`src/rtl/pim_pkg.sv`:
```
// shared types, constants and helpers for the piece imbalance feature indexer
package pim_pkg;

  // clamp limit for a count difference and stride of the type code
  localparam int unsigned MAX_DIFF    = 8;
  localparam int unsigned TYPE_STRIDE = 8;

  localparam int unsigned NUM_TYPES = 5;
  localparam int unsigned NUM_PAIRS = 15;
  localparam int unsigned CNT_W     = 4;
  localparam int unsigned DIFF_W    = 5;
  localparam int unsigned TYPE_W    = 3;
  localparam int unsigned PAIR_W    = 4;
  localparam int unsigned INDEX_W   = 15;

  // largest offset pair value and largest untruncated index
  localparam int unsigned OFS_MAX   = 2 * MAX_DIFF;
  localparam int unsigned DPAIR_MAX = (2 * MAX_DIFF + 1) * OFS_MAX + OFS_MAX;
  localparam int unsigned DPAIR_W   = $clog2(DPAIR_MAX + 1);
  localparam int unsigned IDX_MAX   = TYPE_STRIDE * TYPE_STRIDE * DPAIR_MAX
                                      + TYPE_STRIDE * NUM_TYPES + NUM_TYPES;
  localparam int unsigned IDX_FULL_W = $clog2(IDX_MAX + 1);

  typedef logic signed [DIFF_W-1:0] diff_t;
  typedef logic [TYPE_W-1:0]        type_idx_t;

  localparam diff_t DIFF_LIMIT = diff_t'(MAX_DIFF);

  // type pair visiting order: first type is the outer loop, second the inner
  localparam type_idx_t PAIR_A [NUM_PAIRS] = '{
    3'd0, 3'd0, 3'd0, 3'd0, 3'd0, 3'd1, 3'd1, 3'd1,
    3'd1, 3'd2, 3'd2, 3'd2, 3'd3, 3'd3, 3'd4
  };
  localparam type_idx_t PAIR_B [NUM_PAIRS] = '{
    3'd0, 3'd1, 3'd2, 3'd3, 3'd4, 3'd1, 3'd2, 3'd3,
    3'd4, 3'd2, 3'd3, 3'd4, 3'd3, 3'd4, 3'd4
  };

  typedef struct packed {
    logic [CNT_W-1:0] white_pawns;
    logic [CNT_W-1:0] white_knights;
    logic [CNT_W-1:0] white_bishops;
    logic [CNT_W-1:0] white_rooks;
    logic [CNT_W-1:0] white_queens;
    logic [CNT_W-1:0] black_pawns;
    logic [CNT_W-1:0] black_knights;
    logic [CNT_W-1:0] black_bishops;
    logic [CNT_W-1:0] black_rooks;
    logic [CNT_W-1:0] black_queens;
    logic             view_side;
  } in_t;

  typedef struct packed {
    logic [INDEX_W-1:0] feature_index;
    logic               last;
    logic               none_active;
  } out_t;

  // current pair handed from the item register to the result stage
  typedef struct packed {
    logic      valid;
    logic      none;
    logic      last;
    type_idx_t t0;
    type_idx_t t1;
    diff_t     d0;
    diff_t     d1;
  } pair_t;

  // own count minus opponent count, clamped to the allowed range
  function automatic diff_t clamp_diff(logic [CNT_W-1:0] own, logic [CNT_W-1:0] opp);
    diff_t d;
    d = $signed({1'b0, own}) - $signed({1'b0, opp});
    if (d > DIFF_LIMIT) begin
      d = DIFF_LIMIT;
    end else if (d < -DIFF_LIMIT) begin
      d = -DIFF_LIMIT;
    end
    return d;
  endfunction

endpackage

```
`src/rtl/pim_load.sv`:
```
// item register: clamped differences, active pair mask and pair selection
module pim_load (
  input  logic          clk_i,
  input  logic          rst_ni,
  input  logic          in_valid_i,
  output logic          in_stall_o,
  input  pim_pkg::in_t  in_data_i,
  input  logic          take_i,
  output pim_pkg::pair_t cur_o
);

  logic                          slot_valid_q;
  pim_pkg::diff_t                diff_q [pim_pkg::NUM_TYPES];
  pim_pkg::diff_t                diff_d [pim_pkg::NUM_TYPES];
  logic [pim_pkg::NUM_PAIRS-1:0] mask_q;
  logic [pim_pkg::NUM_PAIRS-1:0] mask_d;
  logic [pim_pkg::NUM_PAIRS-1:0] low_bit;
  logic [pim_pkg::NUM_PAIRS-1:0] rest;
  logic [pim_pkg::NUM_TYPES-1:0] nz;
  logic [pim_pkg::CNT_W-1:0]     own_cnt [pim_pkg::NUM_TYPES];
  logic [pim_pkg::CNT_W-1:0]     opp_cnt [pim_pkg::NUM_TYPES];
  logic [pim_pkg::PAIR_W-1:0]    pos;
  logic                          in_accept;

  // viewing side's counts first
  always_comb begin
    if (in_data_i.view_side) begin
      own_cnt = '{in_data_i.black_pawns, in_data_i.black_knights, in_data_i.black_bishops,
                  in_data_i.black_rooks, in_data_i.black_queens};
      opp_cnt = '{in_data_i.white_pawns, in_data_i.white_knights, in_data_i.white_bishops,
                  in_data_i.white_rooks, in_data_i.white_queens};
    end else begin
      own_cnt = '{in_data_i.white_pawns, in_data_i.white_knights, in_data_i.white_bishops,
                  in_data_i.white_rooks, in_data_i.white_queens};
      opp_cnt = '{in_data_i.black_pawns, in_data_i.black_knights, in_data_i.black_bishops,
                  in_data_i.black_rooks, in_data_i.black_queens};
    end
  end

  // per-type differences and pairs with both differences nonzero
  always_comb begin
    for (int t = 0; t < pim_pkg::NUM_TYPES; t++) begin
      diff_d[t] = pim_pkg::clamp_diff(own_cnt[t], opp_cnt[t]);
      nz[t]     = (diff_d[t] != '0);
    end
    for (int p = 0; p < pim_pkg::NUM_PAIRS; p++) begin
      mask_d[p] = nz[pim_pkg::PAIR_A[p]] & nz[pim_pkg::PAIR_B[p]];
    end
  end

  // lowest pending pair goes next
  always_comb begin
    low_bit = mask_q & (~mask_q + 1'b1);
    rest    = mask_q & ~low_bit;
    pos     = '0;
    for (int p = 0; p < pim_pkg::NUM_PAIRS; p++) begin
      if (low_bit[p]) begin
        pos = pim_pkg::PAIR_W'(p);
      end
    end
  end

  always_comb begin
    cur_o.valid = slot_valid_q;
    cur_o.none  = (mask_q == '0);
    cur_o.last  = (rest == '0);
    cur_o.t0    = pim_pkg::PAIR_A[pos] + 1'b1;
    cur_o.t1    = pim_pkg::PAIR_B[pos] + 1'b1;
    cur_o.d0    = diff_q[pim_pkg::PAIR_A[pos]];
    cur_o.d1    = diff_q[pim_pkg::PAIR_B[pos]];
  end

  // a new item enters once the held one hands over its last result
  assign in_stall_o = slot_valid_q && !(take_i && cur_o.last);
  assign in_accept  = in_valid_i && !in_stall_o;

  always_ff @(posedge clk_i or negedge rst_ni) begin
    if (!rst_ni) begin
      slot_valid_q <= 1'b0;
    end else if (in_accept) begin
      slot_valid_q <= 1'b1;
    end else if (take_i && cur_o.last) begin
      slot_valid_q <= 1'b0;
    end
  end

  // item payload
  always_ff @(posedge clk_i) begin
    if (in_accept) begin
      diff_q <= diff_d;
      mask_q <= mask_d;
    end else if (take_i) begin
      mask_q <= rest;
    end
  end

  a_take_needs_item: assert property (@(posedge clk_i) disable iff (!rst_ni)
    take_i |-> slot_valid_q)
    else $error("pair taken with no item held");

  a_busy_accept_at_end: assert property (@(posedge clk_i) disable iff (!rst_ni)
    (in_accept && slot_valid_q) |-> (take_i && cur_o.last))
    else $error("item accepted over one still producing results");

  a_mask_shrinks: assert property (@(posedge clk_i) disable iff (!rst_ni)
    (take_i && !cur_o.last) |=>
      (slot_valid_q && ($countones(mask_q) == $countones($past(mask_q)) - 1)))
    else $error("pending pair mask did not lose exactly one pair");

endmodule

```
`src/rtl/pim_emit.sv`:
```
// result stage: feature index formation and output register
module pim_emit (
  input  logic           clk_i,
  input  logic           rst_ni,
  input  pim_pkg::pair_t cur_i,
  output logic           take_o,
  output logic           out_valid_o,
  input  logic           out_stall_i,
  output pim_pkg::out_t  out_data_o
);

  logic [pim_pkg::DIFF_W-1:0]     ofs0;
  logic [pim_pkg::DIFF_W-1:0]     ofs1;
  logic [pim_pkg::DPAIR_W-1:0]    dpair;
  logic [pim_pkg::IDX_FULL_W-1:0] idx_full;
  logic                           out_valid_q;
  pim_pkg::out_t                  out_q;
  pim_pkg::out_t                  out_d;

  // offset differences, then the combined index
  always_comb begin
    ofs0  = $unsigned(cur_i.d0) + pim_pkg::DIFF_W'(pim_pkg::MAX_DIFF);
    ofs1  = $unsigned(cur_i.d1) + pim_pkg::DIFF_W'(pim_pkg::MAX_DIFF);
    dpair = pim_pkg::DPAIR_W'((2 * pim_pkg::MAX_DIFF + 1)) * pim_pkg::DPAIR_W'(ofs0)
            + pim_pkg::DPAIR_W'(ofs1);
    idx_full = pim_pkg::IDX_FULL_W'(pim_pkg::TYPE_STRIDE * pim_pkg::TYPE_STRIDE)
               * pim_pkg::IDX_FULL_W'(dpair)
               + pim_pkg::IDX_FULL_W'(pim_pkg::TYPE_STRIDE) * pim_pkg::IDX_FULL_W'(cur_i.t0)
               + pim_pkg::IDX_FULL_W'(cur_i.t1);
    if (cur_i.none) begin
      out_d.feature_index = '0;
      out_d.last          = 1'b1;
      out_d.none_active   = 1'b1;
    end else begin
      out_d.feature_index = idx_full[pim_pkg::INDEX_W-1:0];
      out_d.last          = cur_i.last;
      out_d.none_active   = 1'b0;
    end
  end

  // output register refills when empty or when its result transfers
  assign take_o = cur_i.valid && (!out_valid_q || !out_stall_i);

  always_ff @(posedge clk_i or negedge rst_ni) begin
    if (!rst_ni) begin
      out_valid_q <= 1'b0;
    end else if (take_o) begin
      out_valid_q <= 1'b1;
    end else if (!out_stall_i) begin
      out_valid_q <= 1'b0;
    end
  end

  always_ff @(posedge clk_i) begin
    if (take_o) begin
      out_q <= out_d;
    end
  end

  assign out_valid_o = out_valid_q;
  assign out_data_o  = out_q;

  a_none_is_alone: assert property (@(posedge clk_i) disable iff (!rst_ni)
    (out_valid_q && out_q.none_active) |-> (out_q.last && (out_q.feature_index == '0)))
    else $error("empty-item result not marked last with a zero index");

  a_take_fills_output: assert property (@(posedge clk_i) disable iff (!rst_ni)
    take_o |=> out_valid_q)
    else $error("output register empty after a pair was taken");

  a_pair_order: assert property (@(posedge clk_i) disable iff (!rst_ni)
    (cur_i.valid && !cur_i.none) |-> (cur_i.t0 <= cur_i.t1))
    else $error("type pair out of order");

endmodule

```
`src/rtl/piece_imbalance_feature_indexer.sv`:
```
// top level of the piece imbalance feature indexer
//
// Each accepted position yields one result per type pair whose two clamped
// count differences are both nonzero (1 to 15 results, one per cycle while the
// output does not stall, in pair order), or a single result with none_active set
// when there is none; the final result of a position carries last. A position
// stays in the item register until its last result is taken, and the next
// position is accepted in the same cycle that its predecessor's last result moves
// into the output register, so the sustained rate is one result per cycle when
// the output does not stall. A result passes from the item register to the output
// register; a stall on the output holds both stages.
module piece_imbalance_feature_indexer (
  input  logic          clk_i,
  input  logic          rst_ni,
  input  logic          in_valid_i,
  output logic          in_stall_o,
  input  pim_pkg::in_t  in_data_i,
  output logic          out_valid_o,
  input  logic          out_stall_i,
  output pim_pkg::out_t out_data_o
);

  pim_pkg::pair_t cur;
  logic           take;

  // item register and pair selection
  pim_load u_load (
    .clk_i      (clk_i),
    .rst_ni     (rst_ni),
    .in_valid_i (in_valid_i),
    .in_stall_o (in_stall_o),
    .in_data_i  (in_data_i),
    .take_i     (take),
    .cur_o      (cur)
  );

  // index formation and output register
  pim_emit u_emit (
    .clk_i       (clk_i),
    .rst_ni      (rst_ni),
    .cur_i       (cur),
    .take_o      (take),
    .out_valid_o (out_valid_o),
    .out_stall_i (out_stall_i),
    .out_data_o  (out_data_o)
  );

endmodule

```
`config.mk`:
```
export PLATFORM = sky130hd
export DESIGN_NAME = piece_imbalance_feature_indexer
export DESIGN_NICKNAME = d
export VERILOG_FILES = /design/src/rtl/pim_pkg.sv /design/src/rtl/pim_load.sv /design/src/rtl/pim_emit.sv /design/src/rtl/piece_imbalance_feature_indexer.sv
export SDC_FILE = /design/constraint.sdc
export NUM_CORES = 1
export LEC_CHECK = 0
export ABC_CLOCK_PERIOD_IN_PS = 7450
export BUFFER_PORTS_ARGS = -buffer_cell sky130_fd_sc_hd__clkbuf_2
export CORE_ASPECT_RATIO = 0.9
export CORE_MARGIN = 4
export CORE_UTILIZATION = 59
export DETAILED_ROUTE_END_ITERATION = 6
export GPL_ROUTABILITY_DRIVEN = 0
export GPL_TIMING_DRIVEN = 1
export PLACE_DENSITY = 0.81
export SLEW_MARGIN = 20
export SYNTH_ARGS = -nofsm -noshare
export SYNTH_HDL_FRONTEND = slang
export SYNTH_SLANG_ARGS = --single-unit
export TNS_END_PERCENT = 10
```
`constraint.sdc`:
```
create_clock -name clk_i -period 7.45 [get_ports clk_i]
set_input_delay 0.3725 -clock clk_i [delete_from_list [all_inputs] [get_ports clk_i]]
set_output_delay 0.3725 -clock clk_i [all_outputs]
set_load 0.05 [all_outputs]
```
==> results of run 1 <==
==> power breakdown <==
group,internal [mW],total (mW),switching [mW],leakage (nW)
logic,0.135,0.332,0.198,1.61
registers,0.402,0.415,0.0137,0.559
clock network,0.149,0.268,0.119,0.0915
total,0.686,1.02,0.330,2.26
==> cells by family (layout without fill, tap and decap cells) <==
logic type / Yosys count / count (layout)
AO/OA/AOI/OAI: 86 / 86
XOR/XNOR: 22 / 22
adder cells (fa/ha/maj): 48 / 48
buffers and inverters: 42 / 105
flip-flops: 59 / 59
multiplexers: 56 / 56
AND/OR/NAND/NOR: 130 / 130
==> cell usage after synthesis (all sizes together), types with 2 or more instances <==
library cell and number:
maj3 2, a22o 4, ha 39, edfxtp 57, mux2 25, or4 5, o21bai 2, xor2 10
nor3 10, nand3 11, nor2 40, nor2b 13, inv 23, dfrtp 2, buf 12, mux4 3
nand2b 8, nand3b 2, o211ai 5, mux2i 28, a41oi 2, or2 4, clkbuf 7, and3 4
nand2 16, or3 3, and4 3, and2 3, a21o 11, o21ai 12, o22ai 4, o31ai 10
xnor2 12, fa 7, a21oi 20, nor4 7
==> layout by cell type (no fill, tap or decap), types with 2 or more instances in the layout <==
cell,n
clkbuf_2,63
edfxtp_1,57
ha_1,39
nor2_1,38
mux2i_1,28
mux2_2,24
inv_1,23
a21oi_1,19
nand2_1,14
nor2b_1,13
o21ai_0,12
xnor2_1,12
nand3_1,11
a21o_1,11
xor2_1,10
o31ai_1,10
nor3_1,9
clkbuf_8,9
nand2b_1,8
fa_1,7
nor4_1,5
o22ai_1,4
or2_2,4
and3_1,4
a22o_1,4
o211ai_1,4
or4_4,3
and2_1,3
mux4_2,3
and4_1,3
clkinv_1,3
nand2_2,2
or4_1,2
or3_1,2
nand3b_1,2
clkinv_2,2
buf_4,2
dfrtp_1,2
==> cell type report <==
type	count	share of cell area
Inverter	23	0.01624
Clock inverter	7	0.01106
Multi-Input combinational cell	342	0.5313
Sequential cell	59	0.3315
Tap cell	96	0.02260
Timing Repair Buffer	66	0.06403
Clock buffer	9	0.02331
==> routing by layer <==
| metal | vias up | wire length (um) |
|---|---|---|
| met4 | 0 | 165 |
| li1 | 1787 | - |
| met5 | - | 0 |
| met3 | 18 | 686 |
| met1 | 1602 | 4227 |
| met2 | 147 | 3987 |
==> metrics by stage <==
stage / power, mW / instances / area (um2)
after global routing: 1.077 / 602 / 5315
after detailed placement: 0.7533 / 585 / 5122
after CTS: 1.022 / 602 / 5315
final: 1.016 / 602 / 5315
after global placement: 0.7433 / 585 / 5122
after floorplan: 0.6851 / 443 / 4790
==> sequential cells by signal, indices dropped and copies added, names as in the netlist <==
| register | count |
|---|---|
| u_emit.out_data_o | 17 |
| u_load.diff_q | 25 |
| u_emit.out_valid_o | 1 |
| u_load.slot_valid_q | 1 |
| u_load.mask_q | 15 |
==> how the worst max path moves through the flow <==
stage | endpoint | start | slack [ns]
global placement | u_emit.out_data_o[16]$_SDFFCE_PP0P_ | u_load.mask_q[0]$_SDFFCE_PN0P_ | 1.25
finish | u_emit.out_data_o[16]$_SDFFCE_PP0P_ | u_load.mask_q[0]$_SDFFCE_PN0P_ | 0.92
CTS | u_emit.out_data_o[16]$_SDFFCE_PP0P_ | u_load.mask_q[0]$_SDFFCE_PN0P_ | 0.99
global route | u_emit.out_data_o[16]$_SDFFCE_PP0P_ | u_load.mask_q[0]$_SDFFCE_PN0P_ | 0.43
detailed placement | u_emit.out_data_o[16]$_SDFFCE_PP0P_ | u_load.mask_q[0]$_SDFFCE_PN0P_ | 1.01
floorplan | u_emit.out_data_o[16]$_SDFFCE_PP0P_ | u_load.mask_q[0]$_SDFFCE_PN0P_ | 1.80
==> what timing repair did <==
action                                  in CTS  in global routing
endpoints found under the setup margin       0                  0
hold buffers                                 1                  0
hold endpoints to repair                     2                  0
==> results.cfg, run 1 <==
[status]
outcome = finished clean

[floorplan]
dieArea_um2 = 9626
rows = 30
die_y_um = 93.48
start_util = 0.6194
die_w_um = 103.0
pin_count = 64
core_um2 = 7732

[synthesis]
yosys_warnings = 0
ys_dominant_reg_cell = edfxtp_1
synth.top_cell.area_share = 0.3574
synth-simple-area-share = 0.1541
synthAdderAreaFrac = 0.1356
synth_xor_area_frac = 0.04023
synth_edf_count = 57
yosysTopAreaCell = edfxtp_1
synth-compound-area-share = 0.1275
synth_top_family_by_area = simple AND/OR/NAND/NOR gates
synth-seq-area-share = 0.3678
synth_cells = 443
ys_ff_latch = 59
synth.net_count = 534
synthMuxAreaShare = 0.1322
async_flop_share = 0.03390
ys_top_cells_by_area = edfxtp_1 36%, ha_1 10%, mux2i_1 5.9%
syn_avg_cell_area_um2 = 10.81
netlist_area_um2 = 4790
ys_types = 70

[global_route]
grt_max_degree = 43
grt_busiest_layer = met2
antenna_found_initial = 0
grt_pass1_wl_um = 15150
gr-total-overflow = 0
use_met1 = 0.2748
met3_usage = 0.03729
grt_pass1_vias = 3338
met2_usage = 0.3002
grt_util_all_layers = 0.1964

[clocking]
cts_setup_buffers = 0
cts.path.max_buffers = 2
cts_tree = done
clk_latency_ns = 0.34
ctsResizeCount = 0
clock_sinks = 59
clkTransAtPathRegs_ns = 0.06
htreeDepth = 3
cts_root_buf = clkbuf_8
numCtsBuffers = 9

[sta]
finalCritPeriodShare = 0.8762
skew_ns = 0.005701
setup_tns_ns = 0
drv_slew = 0
timing.hold.ws_ns = 0.2673
hold_viol_final = 0
fin_crit_ns = 6.528
slew_headroom = 0.2862
setup_viol = 0
max_freq_ghz = 0.1532
rsz0062_at_grt = no
tightest_slew_ns = 1.071
fin_ws_ns = 0.9225

[finish]
nFillCells = 595
fin_util = 0.6874
finalNetCount = 592
multi_input_area_um2 = 2824
seqCellArea_um2 = 1762
diodes = 0
drive_gt1_frac = 0.2530
syn2layout_area_growth_pct = 10.97

[worst_setup_path]
cpMostUsedCell = ha_1
worst-r2r-cell-count = 22
arrival_ns = 6.62
timing.rr.end = u_emit.out_data_o[16]$_SDFFCE_PP0P_
crit_cells = 22
critPathSlowestCell = nor4_2
critPathRequiredTime_ns = 7.54
crit_type = reg2reg
critPathCaptureType = flip-flop
critPathLaunchType = flip-flop
critPathTopFamily = simple AND/OR/NAND/NOR gates
critical_path.max_fanout = 9
reg2reg_from = u_load.mask_q[0]$_SDFFCE_PN0P_
path_buf_inv = 0
crit_path_cell_trace = nor4_2 > nand3_1 > nor2_1 > or2_2 > ha_1 > nor4_1 > a221o_1 > mux2_2 > and3_1 > a21oi_2 > xor2_1 > ha_1 > ha_1 > ha_1 > ha_1 > nor2b_1 > o21ai_0 > nand2b_1 > a21oi_1 > nand2_1 > xor2_1 > nor2_1
cpPeakStageDelay_ns = 0.71
regToRegSetupSlack_ns = 0.92

[route]
drcViolationCount = 0
viasPerCell = 5.904
drtAntennaViolNets = 0
dr.pass1.iters = 5
routed-via-count = 3554
wl_per_cell_um = 15.06
routed_wl_um = 9066
drt_iter0_markers = 179

[placed_design]
port_buffers = 63
dp_hpwl_um = 7212
dp_worst_setup_slack_ns = 1.013

[pwr]
p_leak_nw = 2.256
peakVddDrop_uv = 86.02
power.density_nw_per_um2 = 191.1

[worst_hold_path]
holdCritPathClass = in2reg
hp-start = in_valid_i
min_to = u_load.slot_valid_q$_DFFE_PN0P_
holdPathStages = 2

[run]
maxCapViolations = 0
No activity file was read; power rests on OpenSTA's default activity.
==> run 2: changes to the inputs <==
--- a/config.mk
+++ b/config.mk
@@ -8,12 +8,11 @@
 export ABC_CLOCK_PERIOD_IN_PS = 7450
 export BUFFER_PORTS_ARGS = -buffer_cell sky130_fd_sc_hd__clkbuf_2
 export CORE_ASPECT_RATIO = 0.9
-export CORE_MARGIN = 4
-export CORE_UTILIZATION = 59
+export CORE_UTILIZATION = 50
 export DETAILED_ROUTE_END_ITERATION = 6
 export GPL_ROUTABILITY_DRIVEN = 0
 export GPL_TIMING_DRIVEN = 1
-export PLACE_DENSITY = 0.81
+export PLACE_DENSITY = 0.71
 export SLEW_MARGIN = 20
 export SYNTH_ARGS = -nofsm -noshare
 export SYNTH_HDL_FRONTEND = slang
==> results.cfg, run 2 (same netlist as run 1, synthesis figures left out) <==
[status]
outcome = finished clean

[finish]
syn2layout_area_growth_pct = 12.17
finalNetCount = 592
final_cell_count_no_fill = 628
drive_gt1_frac = 0.2530
final_cell_mix = 63 x clkbuf_2, 57 x edfxtp_1, 39 x ha_1
final_common_cell = clkbuf_2
nFillCells = 782
largest_register_ffs = 25
top_register = u_load.diff_q
diodes = 0
fin_util = 0.5835

[clocking]
numCtsBuffers = 9
htreeDepth = 3
cts.path.max_buffers = 2
ctsResizeCount = 0
cts_root_buf = clkbuf_8
clk_latency_ns = 0.34
clkTransAtPathRegs_ns = 0.06
cts_tree = done
clock_sinks = 59

[global_route]
gr-total-overflow = 0
grt_max_degree = 43
grt_pass1_vias = 3257
antenna_found_initial = 0
grt_util_all_layers = 0.1918
grt_pass1_wl_um = 15060

[sta]
drv_slew = 0
slew_headroom = 0.2687
rsz0062_at_grt = no
finalCritPeriodShare = 0.8753
skew_ns = 0.008829
max_freq_ghz = 0.1534
hold_viol_final = 0
setup_tns_ns = 0
tightest_slew_ns = 1.097
fin_crit_ns = 6.521
setup_viol = 0

[route]
drt_iter0_markers = 161
wl_per_cell_um = 14.55
drtAntennaViolNets = 0
routed_wl_um = 9138
routed-via-count = 3553
dr.pass1.iters = 4
drcViolationCount = 0
viasPerCell = 5.658

[placed_design]
port_buffers = 63
dp_hpwl_um = 7229
dp.cells = 611

[worst_hold_path]
min_to = u_load.slot_valid_q$_DFFE_PN0P_
holdPathStages = 2
holdCritPathClass = in2reg
hp-start = in_valid_i

[worst_setup_path]
critPathCaptureType = flip-flop
crit_path_start = u_load.mask_q[0]$_SDFFCE_PN0P_
worst-r2r-cell-count = 23
regToRegSetupSlack_ns = 0.93
critical_path.max_fanout = 9
timing.rr.end = u_emit.out_data_o[16]$_SDFFCE_PP0P_
arrival_ns = 6.60
crit_type = reg2reg
reg2reg_from = u_load.mask_q[0]$_SDFFCE_PN0P_
critPathLaunchType = flip-flop
critPathRequiredTime_ns = 7.53

[run]
maxCapViolations = 0

[pwr]
peakVddDrop_uv = 113.6
power.density_nw_per_um2 = 196.1
p_leak_nw = 2.266

[floorplan]
core_um2 = 9208
rows = 33
die_y_um = 94.85
die_w_um = 105.2
dieArea_um2 = 9975
start_util = 0.5202
pin_count = 64
[run 2: critical path, cell delays in order (launching register included)]
cell and delay [ns]:
edfxtp_1 0.51, nor4_2 0.70, nand3_1 0.36, nor2_1 0.56, or2_2 0.23, inv_1 0.06, ha_1 0.22, mux2i_1 0.34
a21oi_1 0.20, nor2_4 0.31, mux2_2 0.37, o21ai_0 0.15, o21ai_0 0.15, ha_1 0.35, ha_1 0.30, ha_1 0.30
ha_1 0.32, nor2b_1 0.15, o21ai_0 0.15, nand2b_1 0.10, a21oi_1 0.16, nand2_1 0.08, xor2_1 0.14, nor2_1 0.05
[run 2: worst max path at each step]
stage / end / slack (ns)
CTS: u_emit.out_data_o[16]$_SDFFCE_PP0P_ / 1.0
global placement: u_emit.out_data_o[16]$_SDFFCE_PP0P_ / 1.22
global route: u_emit.out_data_o[16]$_SDFFCE_PP0P_ / 0.52
floorplan: u_emit.out_data_o[16]$_SDFFCE_PP0P_ / 1.80
detailed placement: u_emit.out_data_o[16]$_SDFFCE_PP0P_ / 1.02
finish: u_emit.out_data_o[16]$_SDFFCE_PP0P_ / 0.93
[run 2: per-layer routing]
layer	wire length, um	global-route usage	vias up
li1	-	-	1777
met1	4336	0.2548	1641
met2	4108	0.3085	120
met3	526	0.03727	15
met4	165	0.08216	0
met5	0	0	-
[run 2: cell type report]
| type | instances | area (um2) | area share |
|---|---|---|---|
| Multi-Input combinational cell | 342 | 2824 | 0.5256 |
| Timing Repair Buffer | 66 | 340.3 | 0.06334 |
| Clock buffer | 10 | 127.6 | 0.02375 |
| Inverter | 23 | 86.33 | 0.01607 |
| Tap cell | 122 | 152.6 | 0.02841 |
| Sequential cell | 59 | 1762 | 0.3279 |
| Clock inverter | 6 | 80.08 | 0.01490 |
[run 2: where the power goes]
group / leakage, nW / internal, mW / switching [mW] / total, mW
Sequential: 0.559 / 0.402 / 0.0143 / 0.416
Combinational: 1.61 / 0.134 / 0.197 / 0.332
Clock: 0.101 / 0.185 / 0.121 / 0.306
Total: 2.27 / 0.722 / 0.332 / 1.05
[run 2: per-stage QoR]
stage               hold WS (ns)  power [mW]  worst slack, ns  instance area [um2]
CTS                       0.2654       1.059           0.9953                 5373
finish                    0.2704       1.054           0.9292                 5373
global route              0.2761       1.116           0.5194                 5373
global placement          0.1569      0.7455            1.215                 5155
detailed placement        0.1631      0.7548            1.020                 5155
floorplan                0.07691      0.6851            1.796                 4790
[run 2: timing repair]
item                                   CTS  global route
hold buffers                             1             0
buffers inserted                         0             0
endpoints found under the hold margin    2             0
